==> config.mk <==
export PLATFORM = sky130hd
export DESIGN_NAME = multi_term_line_filter
export DESIGN_NICKNAME = d
export VERILOG_FILES = /design/src/rtl/mtlf_pkg.sv /design/src/rtl/multi_term_line_filter.sv /design/src/rtl/mtlf_cell.sv /design/src/rtl/mtlf_regs.sv
export VERILOG_INCLUDE_DIRS = /design/src /design/src/rtl
export SDC_FILE = /design/constraint.sdc
export NUM_CORES = 2
export LEC_CHECK = 0
export BUFFER_PORTS_ARGS = -buffer_cell sky130_fd_sc_hd__buf_2
export CAP_MARGIN = 30
export CORE_MARGIN = 2
export CORE_UTILIZATION = 45
export DETAILED_ROUTE_END_ITERATION = 7
export PLACE_DENSITY = 0.71
export SLEW_MARGIN = 30
export SYNTH_ARGS = -nofsm -noshare
export SYNTH_HDL_FRONTEND = slang
export SYNTH_SLANG_ARGS = --single-unit
export TNS_END_PERCENT = 5
==> constraint.sdc <==
create_clock -name clk -period 21.7 [get_ports clk]
set_input_delay 1.085 -clock clk [delete_from_list [all_inputs] [get_ports clk]]
set_output_delay 1.085 -clock clk [all_outputs]
set_load 0.02 [all_outputs]
==> src/rtl/multi_term_line_filter_defines.svh <==
// Assertion macros used by the line filter top level.
`ifndef MULTI_TERM_LINE_FILTER_DEFINES_SVH
`define MULTI_TERM_LINE_FILTER_DEFINES_SVH

`ifndef SYNTH
// Clocked check, off while reset is asserted.
`define MTLF_ASSERT(lbl, prop, msg) \
    lbl: assert property (@(posedge clk) disable iff (!rst_n) prop) else $error(msg);
// Clocked check that also holds during reset.
`define MTLF_ASSERT_NR(lbl, prop, msg) \
    lbl: assert property (@(posedge clk) prop) else $error(msg);
`else
`define MTLF_ASSERT(lbl, prop, msg)
`define MTLF_ASSERT_NR(lbl, prop, msg)
`endif

`endif

==> src/rtl/mtlf_pkg.sv <==
// Shared types, constants and helper functions for the line filter.
package mtlf_pkg;

    localparam int NUM_TERM_REGS   = 4;
    localparam int MAX_TERMS_DEF   = 4;
    localparam int TERM_BYTES_DEF  = 8;
    localparam int OFFSET_BITS_DEF = 32;

    localparam int APB_ADDR_W  = 6;
    localparam int APB_DATA_W  = 64;
    localparam int ADDR_LSB    = 3;
    localparam int TERM_WORD_W = 64;
    localparam int LEN_FIELD_W = 4;
    localparam int LENGTHS_W   = 16;
    localparam int SKIP_W      = 16;
    localparam int RES_W       = 32;

    typedef logic [APB_ADDR_W-ADDR_LSB-1:0] reg_idx_t;

    localparam reg_idx_t REG_TERM_0       = 3'd0;
    localparam reg_idx_t REG_TERM_1       = 3'd1;
    localparam reg_idx_t REG_TERM_2       = 3'd2;
    localparam reg_idx_t REG_TERM_3       = 3'd3;
    localparam reg_idx_t REG_TERM_LENGTHS = 3'd4;
    localparam reg_idx_t REG_SKIP_COUNT   = 3'd5;

    localparam logic [7:0] CHAR_NEWLINE = 8'h0A;
    localparam logic [7:0] CHAR_UPPER_A = 8'h41;
    localparam logic [7:0] CHAR_UPPER_Z = 8'h5A;
    localparam logic [7:0] CASE_OFFSET  = 8'h20;

    typedef struct packed {
        logic [7:0] data_byte;
        logic       last_byte;
    } text_item_t;

    typedef struct packed {
        logic [RES_W-1:0] line_start;
        logic [RES_W-1:0] line_length;
        logic             found;
        logic             done_res;
    } result_item_t;

    typedef struct packed {
        logic [SKIP_W-1:0] skip_count;
        logic              skip_load;
    } skip_ctl_t;

    function automatic logic [7:0] fold_lower(input logic [7:0] c);
        logic [7:0] r;
        r = c;
        if (c >= CHAR_UPPER_A && c <= CHAR_UPPER_Z)
        begin
            r = c + CASE_OFFSET;
        end
        return r;
    endfunction

    function automatic logic [7:0] term_byte(input logic [TERM_WORD_W-1:0] word,
                                             input logic [2:0] idx);
        return word[8*idx +: 8];
    endfunction

endpackage

==> src/rtl/multi_term_line_filter.sv <==
// Top level of the case-insensitive multi-term line filter.
//
// Text enters on the text channel, one byte per request (text_valid, text_stall,
// text_data); last_byte marks the end of the database. A line ends at a newline
// (counted in the line) or at the last byte. A line matches when every enabled
// term occurs inside it, letters folded to lower case. After skip_count matches
// are passed over, each matching line is reported on the result channel as its
// start offset and length; the last byte always yields a request with done_res.
// Throughput: one byte per cycle. A row of window cells, one per term byte,
// shifts the folded text and compares every term in parallel each cycle. A result
// request appears in the cycle after the byte that ends its line. The result sits
// in one output register; while it is held by result_stall, text_stall is raised
// and no byte is taken, so no request is lost. Reset zeroes offsets, window, term
// flags and skip state, not result data. Configuration is written over APB
// (64-bit registers at 8-byte spacing) while the stream is idle, a user rule the
// block does not enforce; writing skip_count also loads the pending skip count.
module multi_term_line_filter #(
    parameter int MAX_TERMS   = mtlf_pkg::MAX_TERMS_DEF,
    parameter int TERM_BYTES  = mtlf_pkg::TERM_BYTES_DEF,
    parameter int OFFSET_BITS = mtlf_pkg::OFFSET_BITS_DEF
) (
    input  logic                            clk,
    input  logic                            rst_n,
    input  logic                            psel,
    input  logic                            penable,
    input  logic                            pwrite,
    input  logic [mtlf_pkg::APB_ADDR_W-1:0] paddr,
    input  logic [mtlf_pkg::APB_DATA_W-1:0] pwdata,
    output logic [mtlf_pkg::APB_DATA_W-1:0] prdata,
    output logic                            pready,
    input  logic                            text_valid,
    output logic                            text_stall,
    input  mtlf_pkg::text_item_t            text_data,
    output logic                            result_valid,
    input  logic                            result_stall,
    output mtlf_pkg::result_item_t          result_data
);
    import mtlf_pkg::*;

`include "multi_term_line_filter_defines.svh"

    localparam int NTERMS = (MAX_TERMS < NUM_TERM_REGS) ? MAX_TERMS : NUM_TERM_REGS;
    localparam logic [LEN_FIELD_W-1:0] TB_LEN  = LEN_FIELD_W'(TERM_BYTES);
    localparam logic [OFFSET_BITS-1:0] OFS_MAX = {OFFSET_BITS{1'b1}};

    // configuration
    logic [NUM_TERM_REGS-1:0][TERM_WORD_W-1:0] term_word;
    logic [LENGTHS_W-1:0]                      term_lengths;
    skip_ctl_t                                 skip_ctl;

    mtlf_regs u_regs (
        .clk          (clk),
        .rst_n        (rst_n),
        .psel         (psel),
        .penable      (penable),
        .pwrite       (pwrite),
        .paddr        (paddr),
        .pwdata       (pwdata),
        .prdata       (prdata),
        .pready       (pready),
        .term_word    (term_word),
        .term_lengths (term_lengths),
        .skip_ctl     (skip_ctl)
    );

    // stream state
    logic [OFFSET_BITS-1:0] byte_offset_reg, byte_offset_next;
    logic [OFFSET_BITS-1:0] line_begin_reg, line_begin_next;
    logic [OFFSET_BITS-1:0] line_count_reg, line_count_next;
    logic [NTERMS-1:0]      term_seen_reg, term_seen_next;
    logic [SKIP_W-1:0]      skip_left_reg, skip_left_next;
    logic                   result_valid_reg, result_valid_next;
    result_item_t           result_data_reg, result_data_next;

    logic       accept;
    logic       last;
    logic [7:0] cur_byte;

    assign accept     = text_valid && !text_stall;
    assign text_stall = result_valid_reg && result_stall;
    assign last       = text_data.last_byte;
    assign cur_byte   = fold_lower(text_data.data_byte);

    // right-aligned term patterns: position 0 is the newest byte
    logic [LEN_FIELD_W-1:0]   len_sat [NTERMS];
    logic [NTERMS-1:0]        enabled;
    logic [NTERMS-1:0]        count_ok;
    logic [NTERMS-1:0][7:0]   pat [TERM_BYTES];
    logic [NTERMS-1:0]        care [TERM_BYTES];

    always_comb
    begin
        logic [LEN_FIELD_W-1:0] raw_len;
        logic [LEN_FIELD_W-1:0] pos_idx;
        for (int t = 0; t < NTERMS; t++)
        begin
            raw_len    = term_lengths[LEN_FIELD_W*t +: LEN_FIELD_W];
            len_sat[t] = (raw_len > TB_LEN) ? TB_LEN : raw_len;
            enabled[t] = (raw_len != '0);
            count_ok[t] = line_count_reg >= OFFSET_BITS'(len_sat[t] - LEN_FIELD_W'(1));
            for (int p = 0; p < TERM_BYTES; p++)
            begin
                care[p][t] = LEN_FIELD_W'(p) < len_sat[t];
                pos_idx    = len_sat[t] - LEN_FIELD_W'(p) - LEN_FIELD_W'(1);
                pat[p][t]  = care[p][t] ? fold_lower(term_byte(term_word[t], pos_idx[2:0]))
                                        : 8'h00;
            end
        end
    end

    // window: a chain of cells, cell 0 sees the incoming byte
    logic [7:0]        win_byte [TERM_BYTES];
    logic [NTERMS-1:0] cell_hit [TERM_BYTES];

    genvar k;
    generate
        for (k = 0; k < TERM_BYTES; k++)
        begin : g_cell
            if (k == 0)
            begin : g_head
                mtlf_cell #(.NTERMS(NTERMS)) u_cell (
                    .clk      (clk),
                    .rst_n    (rst_n),
                    .shift_en (accept),
                    .clear    (accept && last),
                    .byte_in  (cur_byte),
                    .pat      (pat[k]),
                    .care     (care[k]),
                    .byte_out (win_byte[k]),
                    .hit      (cell_hit[k])
                );
            end
            else
            begin : g_body
                mtlf_cell #(.NTERMS(NTERMS)) u_cell (
                    .clk      (clk),
                    .rst_n    (rst_n),
                    .shift_en (accept),
                    .clear    (accept && last),
                    .byte_in  (win_byte[k-1]),
                    .pat      (pat[k]),
                    .care     (care[k]),
                    .byte_out (win_byte[k]),
                    .hit      (cell_hit[k])
                );
            end
        end
    endgenerate

    logic [NTERMS-1:0] hits;

    always_comb
    begin
        for (int t = 0; t < NTERMS; t++)
        begin
            hits[t] = enabled[t] && count_ok[t];
            for (int p = 0; p < TERM_BYTES; p++)
            begin
                hits[t] = hits[t] && cell_hit[p][t];
            end
        end
    end

    // line length including the terminating byte, saturating
    logic [OFFSET_BITS-1:0] line_len;
    logic [RES_W-1:0]       start_res;
    logic [RES_W-1:0]       len_res;

    assign line_len = (line_count_reg != OFS_MAX) ? line_count_reg + 1'b1 : line_count_reg;

    generate
        if (OFFSET_BITS >= RES_W)
        begin : g_res_trunc
            assign start_res = line_begin_reg[RES_W-1:0];
            assign len_res   = line_len[RES_W-1:0];
        end
        else
        begin : g_res_ext
            assign start_res = {{(RES_W-OFFSET_BITS){1'b0}}, line_begin_reg};
            assign len_res   = {{(RES_W-OFFSET_BITS){1'b0}}, line_len};
        end
    endgenerate

    always_comb
    begin
        logic [NTERMS-1:0] seen;
        logic              line_end;
        logic              report;
        seen     = term_seen_reg | hits;
        line_end = (text_data.data_byte == CHAR_NEWLINE) || last;
        report   = 1'b0;

        byte_offset_next  = byte_offset_reg;
        line_begin_next   = line_begin_reg;
        line_count_next   = line_count_reg;
        term_seen_next    = term_seen_reg;
        skip_left_next    = skip_left_reg;
        result_valid_next = result_valid_reg && result_stall;
        result_data_next  = result_data_reg;

        if (skip_ctl.skip_load)
        begin
            skip_left_next = skip_ctl.skip_count;
        end

        if (accept)
        begin
            if (line_end)
            begin
                if ((seen & enabled) == enabled)
                begin
                    if (skip_left_reg != '0)
                    begin
                        skip_left_next = skip_left_reg - 1'b1;
                    end
                    else
                    begin
                        report = 1'b1;
                    end
                end
                line_begin_next = byte_offset_reg + 1'b1;
                line_count_next = '0;
                term_seen_next  = '0;
            end
            else
            begin
                if (line_count_reg != OFS_MAX)
                begin
                    line_count_next = line_count_reg + 1'b1;
                end
                term_seen_next = seen;
            end
            byte_offset_next = byte_offset_reg + 1'b1;

            if (last)
            begin
                byte_offset_next = '0;
                line_begin_next  = '0;
                line_count_next  = '0;
                term_seen_next   = '0;
                skip_left_next   = skip_ctl.skip_count;
            end

            result_valid_next = report || last;
            if (report || last)
            begin
                result_data_next.line_start  = report ? start_res : '0;
                result_data_next.line_length = report ? len_res : '0;
                result_data_next.found       = report;
                result_data_next.done_res    = last;
            end
        end
    end

    always_ff @(posedge clk or negedge rst_n)
    begin
        if (!rst_n)
        begin
            byte_offset_reg  <= '0;
            line_begin_reg   <= '0;
            line_count_reg   <= '0;
            term_seen_reg    <= '0;
            skip_left_reg    <= '0;
            result_valid_reg <= 1'b0;
        end
        else
        begin
            byte_offset_reg  <= byte_offset_next;
            line_begin_reg   <= line_begin_next;
            line_count_reg   <= line_count_next;
            term_seen_reg    <= term_seen_next;
            skip_left_reg    <= skip_left_next;
            result_valid_reg <= result_valid_next;
        end
    end

    always_ff @(posedge clk)
    begin
        result_data_reg <= result_data_next;
    end

    assign result_valid = result_valid_reg;
    assign result_data  = result_data_reg;

    `MTLF_ASSERT(a_done_clears,
        accept && last |=> byte_offset_reg == '0 && line_count_reg == '0 && term_seen_reg == '0,
        "stream state not cleared after last byte")
    `MTLF_ASSERT(a_result_kind,
        result_valid_reg |-> result_data_reg.found || result_data_reg.done_res,
        "result request with neither found nor done")
    `MTLF_ASSERT(a_nomatch_zero,
        result_valid_reg && !result_data_reg.found
            |-> result_data_reg.line_start == '0 && result_data_reg.line_length == '0,
        "done-only result carries a line")
    `MTLF_ASSERT_NR(a_reset_idle, !rst_n |-> !result_valid_reg && !text_stall,
        "output not idle in reset")

endmodule

==> src/rtl/mtlf_cell.sv <==
// One window cell: holds a recent text byte, matches its input against all terms.
module mtlf_cell #(
    parameter int NTERMS = mtlf_pkg::MAX_TERMS_DEF
) (
    input  logic                   clk,
    input  logic                   rst_n,
    input  logic                   shift_en,
    input  logic                   clear,
    input  logic [7:0]             byte_in,
    input  logic [NTERMS-1:0][7:0] pat,
    input  logic [NTERMS-1:0]      care,
    output logic [7:0]             byte_out,
    output logic [NTERMS-1:0]      hit
);
    import mtlf_pkg::*;

    logic [7:0] byte_reg;

    always_ff @(posedge clk or negedge rst_n)
    begin
        if (!rst_n)
        begin
            byte_reg <= '0;
        end
        else if (clear)
        begin
            byte_reg <= '0;
        end
        else if (shift_en)
        begin
            byte_reg <= byte_in;
        end
    end

    assign byte_out = byte_reg;

    // a position outside a term's length always agrees
    always_comb
    begin
        for (int t = 0; t < NTERMS; t++)
        begin
            hit[t] = !care[t] || (pat[t] == byte_in);
        end
    end

endmodule

==> src/rtl/mtlf_regs.sv <==
// APB register file: search terms, term lengths and skip count.
module mtlf_regs (
    input  logic                                                 clk,
    input  logic                                                 rst_n,
    input  logic                                                 psel,
    input  logic                                                 penable,
    input  logic                                                 pwrite,
    input  logic [mtlf_pkg::APB_ADDR_W-1:0]                      paddr,
    input  logic [mtlf_pkg::APB_DATA_W-1:0]                      pwdata,
    output logic [mtlf_pkg::APB_DATA_W-1:0]                      prdata,
    output logic                                                 pready,
    output logic [mtlf_pkg::NUM_TERM_REGS-1:0][mtlf_pkg::TERM_WORD_W-1:0] term_word,
    output logic [mtlf_pkg::LENGTHS_W-1:0]                       term_lengths,
    output mtlf_pkg::skip_ctl_t                                  skip_ctl
);
    import mtlf_pkg::*;

    logic [NUM_TERM_REGS-1:0][TERM_WORD_W-1:0] term_word_reg;
    logic [LENGTHS_W-1:0]                      term_lengths_reg;
    logic [SKIP_W-1:0]                         skip_count_reg;
    logic                                      wr_en;
    reg_idx_t                                  idx;

    assign pready = 1'b1;
    assign wr_en  = psel && penable && pwrite;
    assign idx    = paddr[APB_ADDR_W-1:ADDR_LSB];

    always_ff @(posedge clk or negedge rst_n)
    begin
        if (!rst_n)
        begin
            term_word_reg    <= '0;
            term_lengths_reg <= '0;
            skip_count_reg   <= '0;
        end
        else if (wr_en)
        begin
            if (idx == REG_TERM_0 || idx == REG_TERM_1 || idx == REG_TERM_2
                || idx == REG_TERM_3)
            begin
                term_word_reg[idx[1:0]] <= pwdata;
            end
            else if (idx == REG_TERM_LENGTHS)
            begin
                term_lengths_reg <= pwdata[LENGTHS_W-1:0];
            end
            else if (idx == REG_SKIP_COUNT)
            begin
                skip_count_reg <= pwdata[SKIP_W-1:0];
            end
        end
    end

    always_comb
    begin
        unique case (idx) inside
            REG_TERM_0, REG_TERM_1, REG_TERM_2, REG_TERM_3:
                prdata = term_word_reg[idx[1:0]];
            REG_TERM_LENGTHS:
                prdata = {{(APB_DATA_W-LENGTHS_W){1'b0}}, term_lengths_reg};
            REG_SKIP_COUNT:
                prdata = {{(APB_DATA_W-SKIP_W){1'b0}}, skip_count_reg};
            default:
                prdata = '0;
        endcase
    end

    assign term_word    = term_word_reg;
    assign term_lengths = term_lengths_reg;

    // skip_left follows skip_count on the write itself, else reloads from the stored count
    assign skip_ctl.skip_load  = wr_en && (idx == REG_SKIP_COUNT);
    assign skip_ctl.skip_count = skip_ctl.skip_load ? pwdata[SKIP_W-1:0] : skip_count_reg;

endmodule

Yosys cells after proc, flatten, opt, wreduce, memory -nomap -nowiden. Cells that the tools add are included.

Register bits: 527. Bits in latches: 0. Bits in writable memories: 0. Bits in read-only memories: 0. Output and inout bits: 133. Logic and storage cells: 572. Memories: 0.

Add/sub/neg operators: 96. $mul: 0. Divide/modulo/power cells: 0. $lt $le $gt $ge: 108. Equal/unequal tests: 40. Shift operators: 32. Muxes and demuxes: 109. Bitwise logic cells: 4. Reductions and logical operators: 160.

Operators by type and width (count): variable part select 64 x 7 -> 8 bit (32); two-way mux 8 bit (79); adder 8 x 6 -> 8 bit, second input constant (33); greater-or-equal comparator 8 x 7 -> 1 bit, second input constant (33); less-or-equal comparator 8 x 7 -> 1 bit, second input constant (33); bitwise mux 256 bit (1); equality test 8 bit (32); two-way mux 32 bit (6); one-hot mux 64 bit (3 select lines) (1); binary-select mux 64 bit (select 2 bit) (1); demux 64 bit (select 2 bit) (1); greater-or-equal comparator 32 bit (4); two-way mux 64 bit (2); two-way mux 16 bit (7); subtractor 3 x 1 -> 3 bit, second input constant (32); logical AND 1 bit (76); adder 32 x 1 -> 32 bit, second input constant (2); less-than comparator 3 x 4 -> 1 bit, first input constant (16); subtractor 3 bit, second input constant (16); logical OR 1 bit (37); zero test 1 bit (33); less-than comparator 1 x 4 -> 1 bit, first input constant (8); less-than comparator 2 x 4 -> 1 bit, first input constant (8); != test 32 bit, second input constant (1); other kinds (24) (55).

Logic depth before layout (Yosys ltp).
Depth in word-level cells: 26. Depth in mapped cells: 28.

Modules after synthesis. From an unflattened synthesis, not the netlist that was laid out.

Cell total of the unflattened synthesis: 4313. Area, all modules: 44141.1 sq um.

Modules (own cells, without submodules): multi_term_line_filter (times used 1, cells an instance 2848, area each 24756.2 sq um, sequential area each 4909.7 sq um); mtlf_regs (times used 1, cells an instance 841, area each 13399.1 sq um, sequential area each 7206.9 sq um); mtlf_cell (times used 8, cells an instance 78, area each 748.2 sq um, sequential area each 200.2 sq um).

Least setup slack after synthesis. No wires, ideal clock.

Path type: register to register. From: register u_regs.term_lengths_reg[3], in the netlist u_regs.term_lengths[3]. To: register result_data_reg, in the netlist result_data[0] (enable). Data arrival time: 8.667 ns. Data required time: 21.210 ns. Slack: 12.542 ns. Cell stages (with the launch flop): 28. Buffers on the path: 7. Clock period less this slack: 9.158 ns. Cells stage by stage: dfrtp_1 -> nand2b_1 -> buf_4 -> inv_6 -> buf_4 -> buf_4 -> ha_1 -> inv_1 -> ha_1 -> clkbuf_1 -> buf_1 -> mux4_2 -> ha_1 -> nor3b_1 -> or3_1 -> nand4_1 -> nor4b_1 -> a31oi_1 -> or4b_1 -> o31ai_1 -> o31ai_1 -> or3b_1 -> buf_2 -> or2_1 -> buf_6 -> inv_4 -> nor2_1 -> nor2_1.

Longest elaborated chain between the ends: 26.

Ends and longest elaborated chain: start: declaration (RTL line mtlf_regs.sv:19) `logic [LENGTHS_W-1:0] term_lengths_reg;`; start signal: assignment (RTL line mtlf_regs.sv:45) `term_lengths_reg <= pwdata[LENGTHS_W-1:0];`; greater-than comparator 4 bit (RTL line multi_term_line_filter.sv:98) `len_sat[t] = (raw_len > TB_LEN) ? TB_LEN : raw_len;`; two-way mux 4 bit (RTL line multi_term_line_filter.sv:98); subtractor 3 x 1 -> 3 bit (RTL line multi_term_line_filter.sv:104) `pos_idx = len_sat[t] - LEN_FIELD_W'(p) - LEN_FIELD_W'(1);`; subtractor 3 x 1 -> 3 bit or variable part select 64 x 7 -> 8 bit (tied branches) (RTL line multi_term_line_filter.sv:104, mtlf_pkg.sv:61); variable part select 64 x 7 -> 8 bit, or another cell as far along (RTL line mtlf_pkg.sv:61) `return word[8*idx +: 8];`; greater-or-equal comparator 8 x 7 -> 1 bit, or another cell as far along (RTL line mtlf_pkg.sv:52) `if (c >= CHAR_UPPER_A && c <= CHAR_UPPER_Z)`; logical AND 1 bit or two-way mux 8 bit (tied branches) (RTL line mtlf_pkg.sv:52); two-way mux 8 bit, on equally long branches (RTL line mtlf_pkg.sv:52, multi_term_line_filter.sv:105); (+10 left out); bitwise OR 4 bit (RTL line multi_term_line_filter.sv:189) `seen = term_seen_reg | hits;`; AND 4 bit (RTL line multi_term_line_filter.sv:210) `if ((seen & enabled) == enabled)`; equality test 4 bit (*) (RTL line multi_term_line_filter.sv:210); two-way mux 1 bit (*) (RTL line multi_term_line_filter.sv:210); two-way mux 1 bit (*) (RTL line multi_term_line_filter.sv:208) `if (line_end)`; two-way mux 1 bit (*) (RTL line multi_term_line_filter.sv:206) `if (accept)`; logical OR 1 bit (*) (RTL line multi_term_line_filter.sv:245) `if (report || last)`; AND reduction 2 bit (no line) (*); end signal: assignment (RTL line multi_term_line_filter.sv:279) `result_data_reg <= result_data_next;`; end: declaration (RTL line multi_term_line_filter.sv:73) `result_item_t result_data_reg, result_data_next;`.

Mark *: on every way between the ends. The rest lies on a longest branch, timed or not. The select of a mux whose other input is x is not followed. A chain may end at the register's enable or synchronous reset.

Worst setup path in the final report.
From: register u_regs.term_lengths_reg[3], in the netlist u_regs.term_lengths[3]. To: register result_data_reg, in the netlist result_data[13] (enable).

The elaborated chain is that of the path after synthesis.

==> flow_summary.yaml <==
run_status:
  status: "finished, final reports clean"
timing:
  slew_headroom_pct: 22.8
  worstMarginPinSlew_ns: 1.13
  max_freq_ghz: 0.107
  final.setup.tns_ns: 0
  rsz0062_at_grt: "false"
  hold_viol_final: 0
  clock_skew_ns: 0.0502
  maxSlewViolCount: 0
  period_minus_slack_ns: 9.39
  setup-violations-final: 0
  finalCritPeriodShare_pct: 43.3
cts:
  cts_tree: "built"
  post_cts_buffers: 0
  cts_buffer_depth: 3
  htreeDepth: 2
  clkTransAtPathRegs_ns: 0.06
  postCtsHoldBufs: 0
  clock_latency_ns: 0.69
  cts_sinks: 527
  root_buffer: "clkbuf_16"
  cts_made_buffers: 58
  cts_resized: 0
synthesis:
  synthFlopType: "dfrtp_1"
  synth_top_area_share_pct: 24.3
  yosysTopAreaCell: "dfrtp_1"
  synth-seq-area-share_pct: 28.5
  async_flop_share_pct: 87.5
  ys_top_cells_by_area: "dfrtp_1 (24%), mux4_2 (15%), mux2_2 (8.0%), mux2i_1 (7.5%), ha_1 (5.2%)"
  synth_edf_count: 66
  synth_seq_cells: 527
  syn_inst: 4769
  yosysWarnings: 0
  syn_avg_cell_area_um2: 9.96
  synth_area_um2: 47500
  yosys-top-cells-count: "nand2_1 (472), dfrtp_1 (461), mux2i_1 (356)"
  synth_cell_types: 100
  yosysMostFrequentCell: "nand2_1"
  syn_nets: 5052
placed_design:
  io_buffers: 214
  dpl.hpwl_um: 170000
  gp_congestion: 1.07
  dpl.cell_count: 6138
cells_and_area:
  nNetsFinal: 5092
  layout-drive-gt1-share_pct: 23.5
  area_growth_pct: 9.07
  fin_cells: 6257
  largest_reg_flops: 256
grt:
  grt_remaining_overflow: 0
  grtUsageTotal_pct: 39.2
  antenna_found_initial: 17
  grt_pass1_vias: 40000
  grt_pass1_wl_um: 301000
  grt_start_max_net_pins: 150
worst_setup_path:
  cp_common_cell: "buf_4"
  crit_type: "flip-flop to flip-flop"
  end_kind: "flip-flop"
  rrSetupSlack_ns: 12.31
  startpoint_type: "flip-flop"
  worstRegToRegCells: 25
  worst_path_largest_cell_delay_ns: 0.70
  r2r_end: "result_data[13]$_SDFFCE_PN0P_"
  critPathMaxFanout: 66
  rr_startpoint: "u_regs.term_lengths[3]$_DFFE_PN0P_"
  critPathRequiredTime_ns: 21.99
  crit_arrival_ns: 9.68
  worst_path_max_delay_cell: "mux2i_1"
floorplan:
  start_util_pct: 45.2
  dieArea_um2: 108000
  io_pins: 219
  coreArea_um2: 105000
  dieWidth_um: 329
  fp-row-count: 119
  dieHeight_um: 329
routing:
  vias: 42800
  drtPass1Iterations: 8
  wl_per_cell_um: 34.2
  drc: 0
  wl_um: 214000
  drtIter0Drc: 4953
  postRouteAntennaNets: 0
  vias_per_cell: 6.84
flow_run:
  max-cap-violations: 0
power:
  power_density_nw_per_um2: 108
  ir_drop_uv: 78.2
  p_leak_nw: 21.6
hold_path:
  min-delay-path-class: "input pin to async pin"
routing by layer:
layer / part of all wire, % / GRT usage [%]
met5: 0.031 / 0
met4: 9.0 / 28.9
met3: 11 / 10.9
met2: 43 / 58.4
met1: 37 / 48.4
how the worst max path moves through the flow:
| stage | from | end | slack (ns) | depth (start not counted) |
|---|---|---|---|---|
| after floorplan | u_regs.term_lengths[3]$_DFFE_PN0P_ | result_data[0]$_DFFE_PP_ | 12.54 | 27 |
| after global placement | u_regs.term_lengths[0]$_DFFE_PN0P_ | result_data[10]$_SDFFCE_PN0P_ | 11.91 | 24 |
| after detailed placement | u_regs.term_lengths[3]$_DFFE_PN0P_ | result_data[13]$_SDFFCE_PN0P_ | 12.12 | 25 |
| after CTS | u_regs.term_lengths[0]$_DFFE_PN0P_ | result_data[13]$_SDFFCE_PN0P_ | 12.11 | 24 |
| after global routing | u_regs.term_lengths[3]$_DFFE_PN0P_ | result_data[13]$_SDFFCE_PN0P_ | 11.87 | 26 |
| final | u_regs.term_lengths[3]$_DFFE_PN0P_ | result_data[13]$_SDFFCE_PN0P_ | 12.31 | 25 |
worst max-delay path: cells and delay by family (launching register included):
family	cells	cell delay, ns
mux	2	1.27
simple gates	8	2.18
xor+xnor	1	0.16
buf+inv	8	2.72
compound gates	4	1.32
flops	1	0.32
fa+ha+maj	2	0.87
logic make-up (layout without fill, tap and decap cells):
group,count (synthesis),count (layout),share of synthesized area (%)
DFF,527,527,28.5
muxes,1002,1002,30.1
buffers and inverters,475,562,4.19
xor gates and xnor gates,206,206,3.89
other,1,11,0.00790
adders and majority gates,197,197,5.19
and+or+nand+nor,1384,1384,14.4
AOI/OAI and AO/OA,977,977,13.7
report_power, final:
part | total (W) | leakage (nW) | switching (W) | internal [W]
sequential | 0.00156 | 6.66 | 0.000423 | 0.00113
clock | 0.000991 | 0.913 | 0.000441 | 0.000550
combinational | 0.00304 | 14.1 | 0.00180 | 0.00124
total | 0.00559 | 21.6 | 0.00266 | 0.00293
layout by cell type, fill, tap and decap left out, types with 92 or more instances in the layout:
| cell type | instances |
|---|---|
| nand2_1 | 466 |
| dfrtp_1 | 458 |
| mux2i_1 | 353 |
| mux2_2 | 337 |
| mux4_2 | 307 |
| nor2_1 | 255 |
| o21ai_0 | 255 |
| buf_2 | 211 |
| ha_1 | 194 |
| a21oi_1 | 168 |
| xnor2_1 | 142 |
| inv_1 | 123 |
| nor3_1 | 92 |
stage by stage:
step / hold slack [ns] / setup slack [ns] / power (W) / cell area (um2) / util (%)
2_1_floorplan: 0.438 / 12.54 / 0.00337 / 47500 / -
3_3_place_gp: 0.453 / 11.91 / 0.00445 / 49700 / 47.4
3_5_place_dp: 0.458 / 12.12 / 0.00449 / 49800 / 47.4
4_1_cts: 0.451 / 12.11 / 0.00549 / 51700 / 49.2
5_1_grt: 0.483 / 11.87 / 0.00580 / 51800 / 49.3
6_report: 0.431 / 12.31 / 0.00559 / 51800 / 49.3
area by class of cell:
class / instances / area [um2]
fill: 9734 / 53200
multi-input combinational: 3767 / 32200
sequential: 527 / 13500
timing repair buffer: 312 / 1910
tap: 1391 / 1740
clock buffer: 84 / 1630
inverter: 143 / 549
clock inverter: 23 / 255
antenna: 10 / 25.0
No activity file was read; power rests on OpenSTA's default activity.
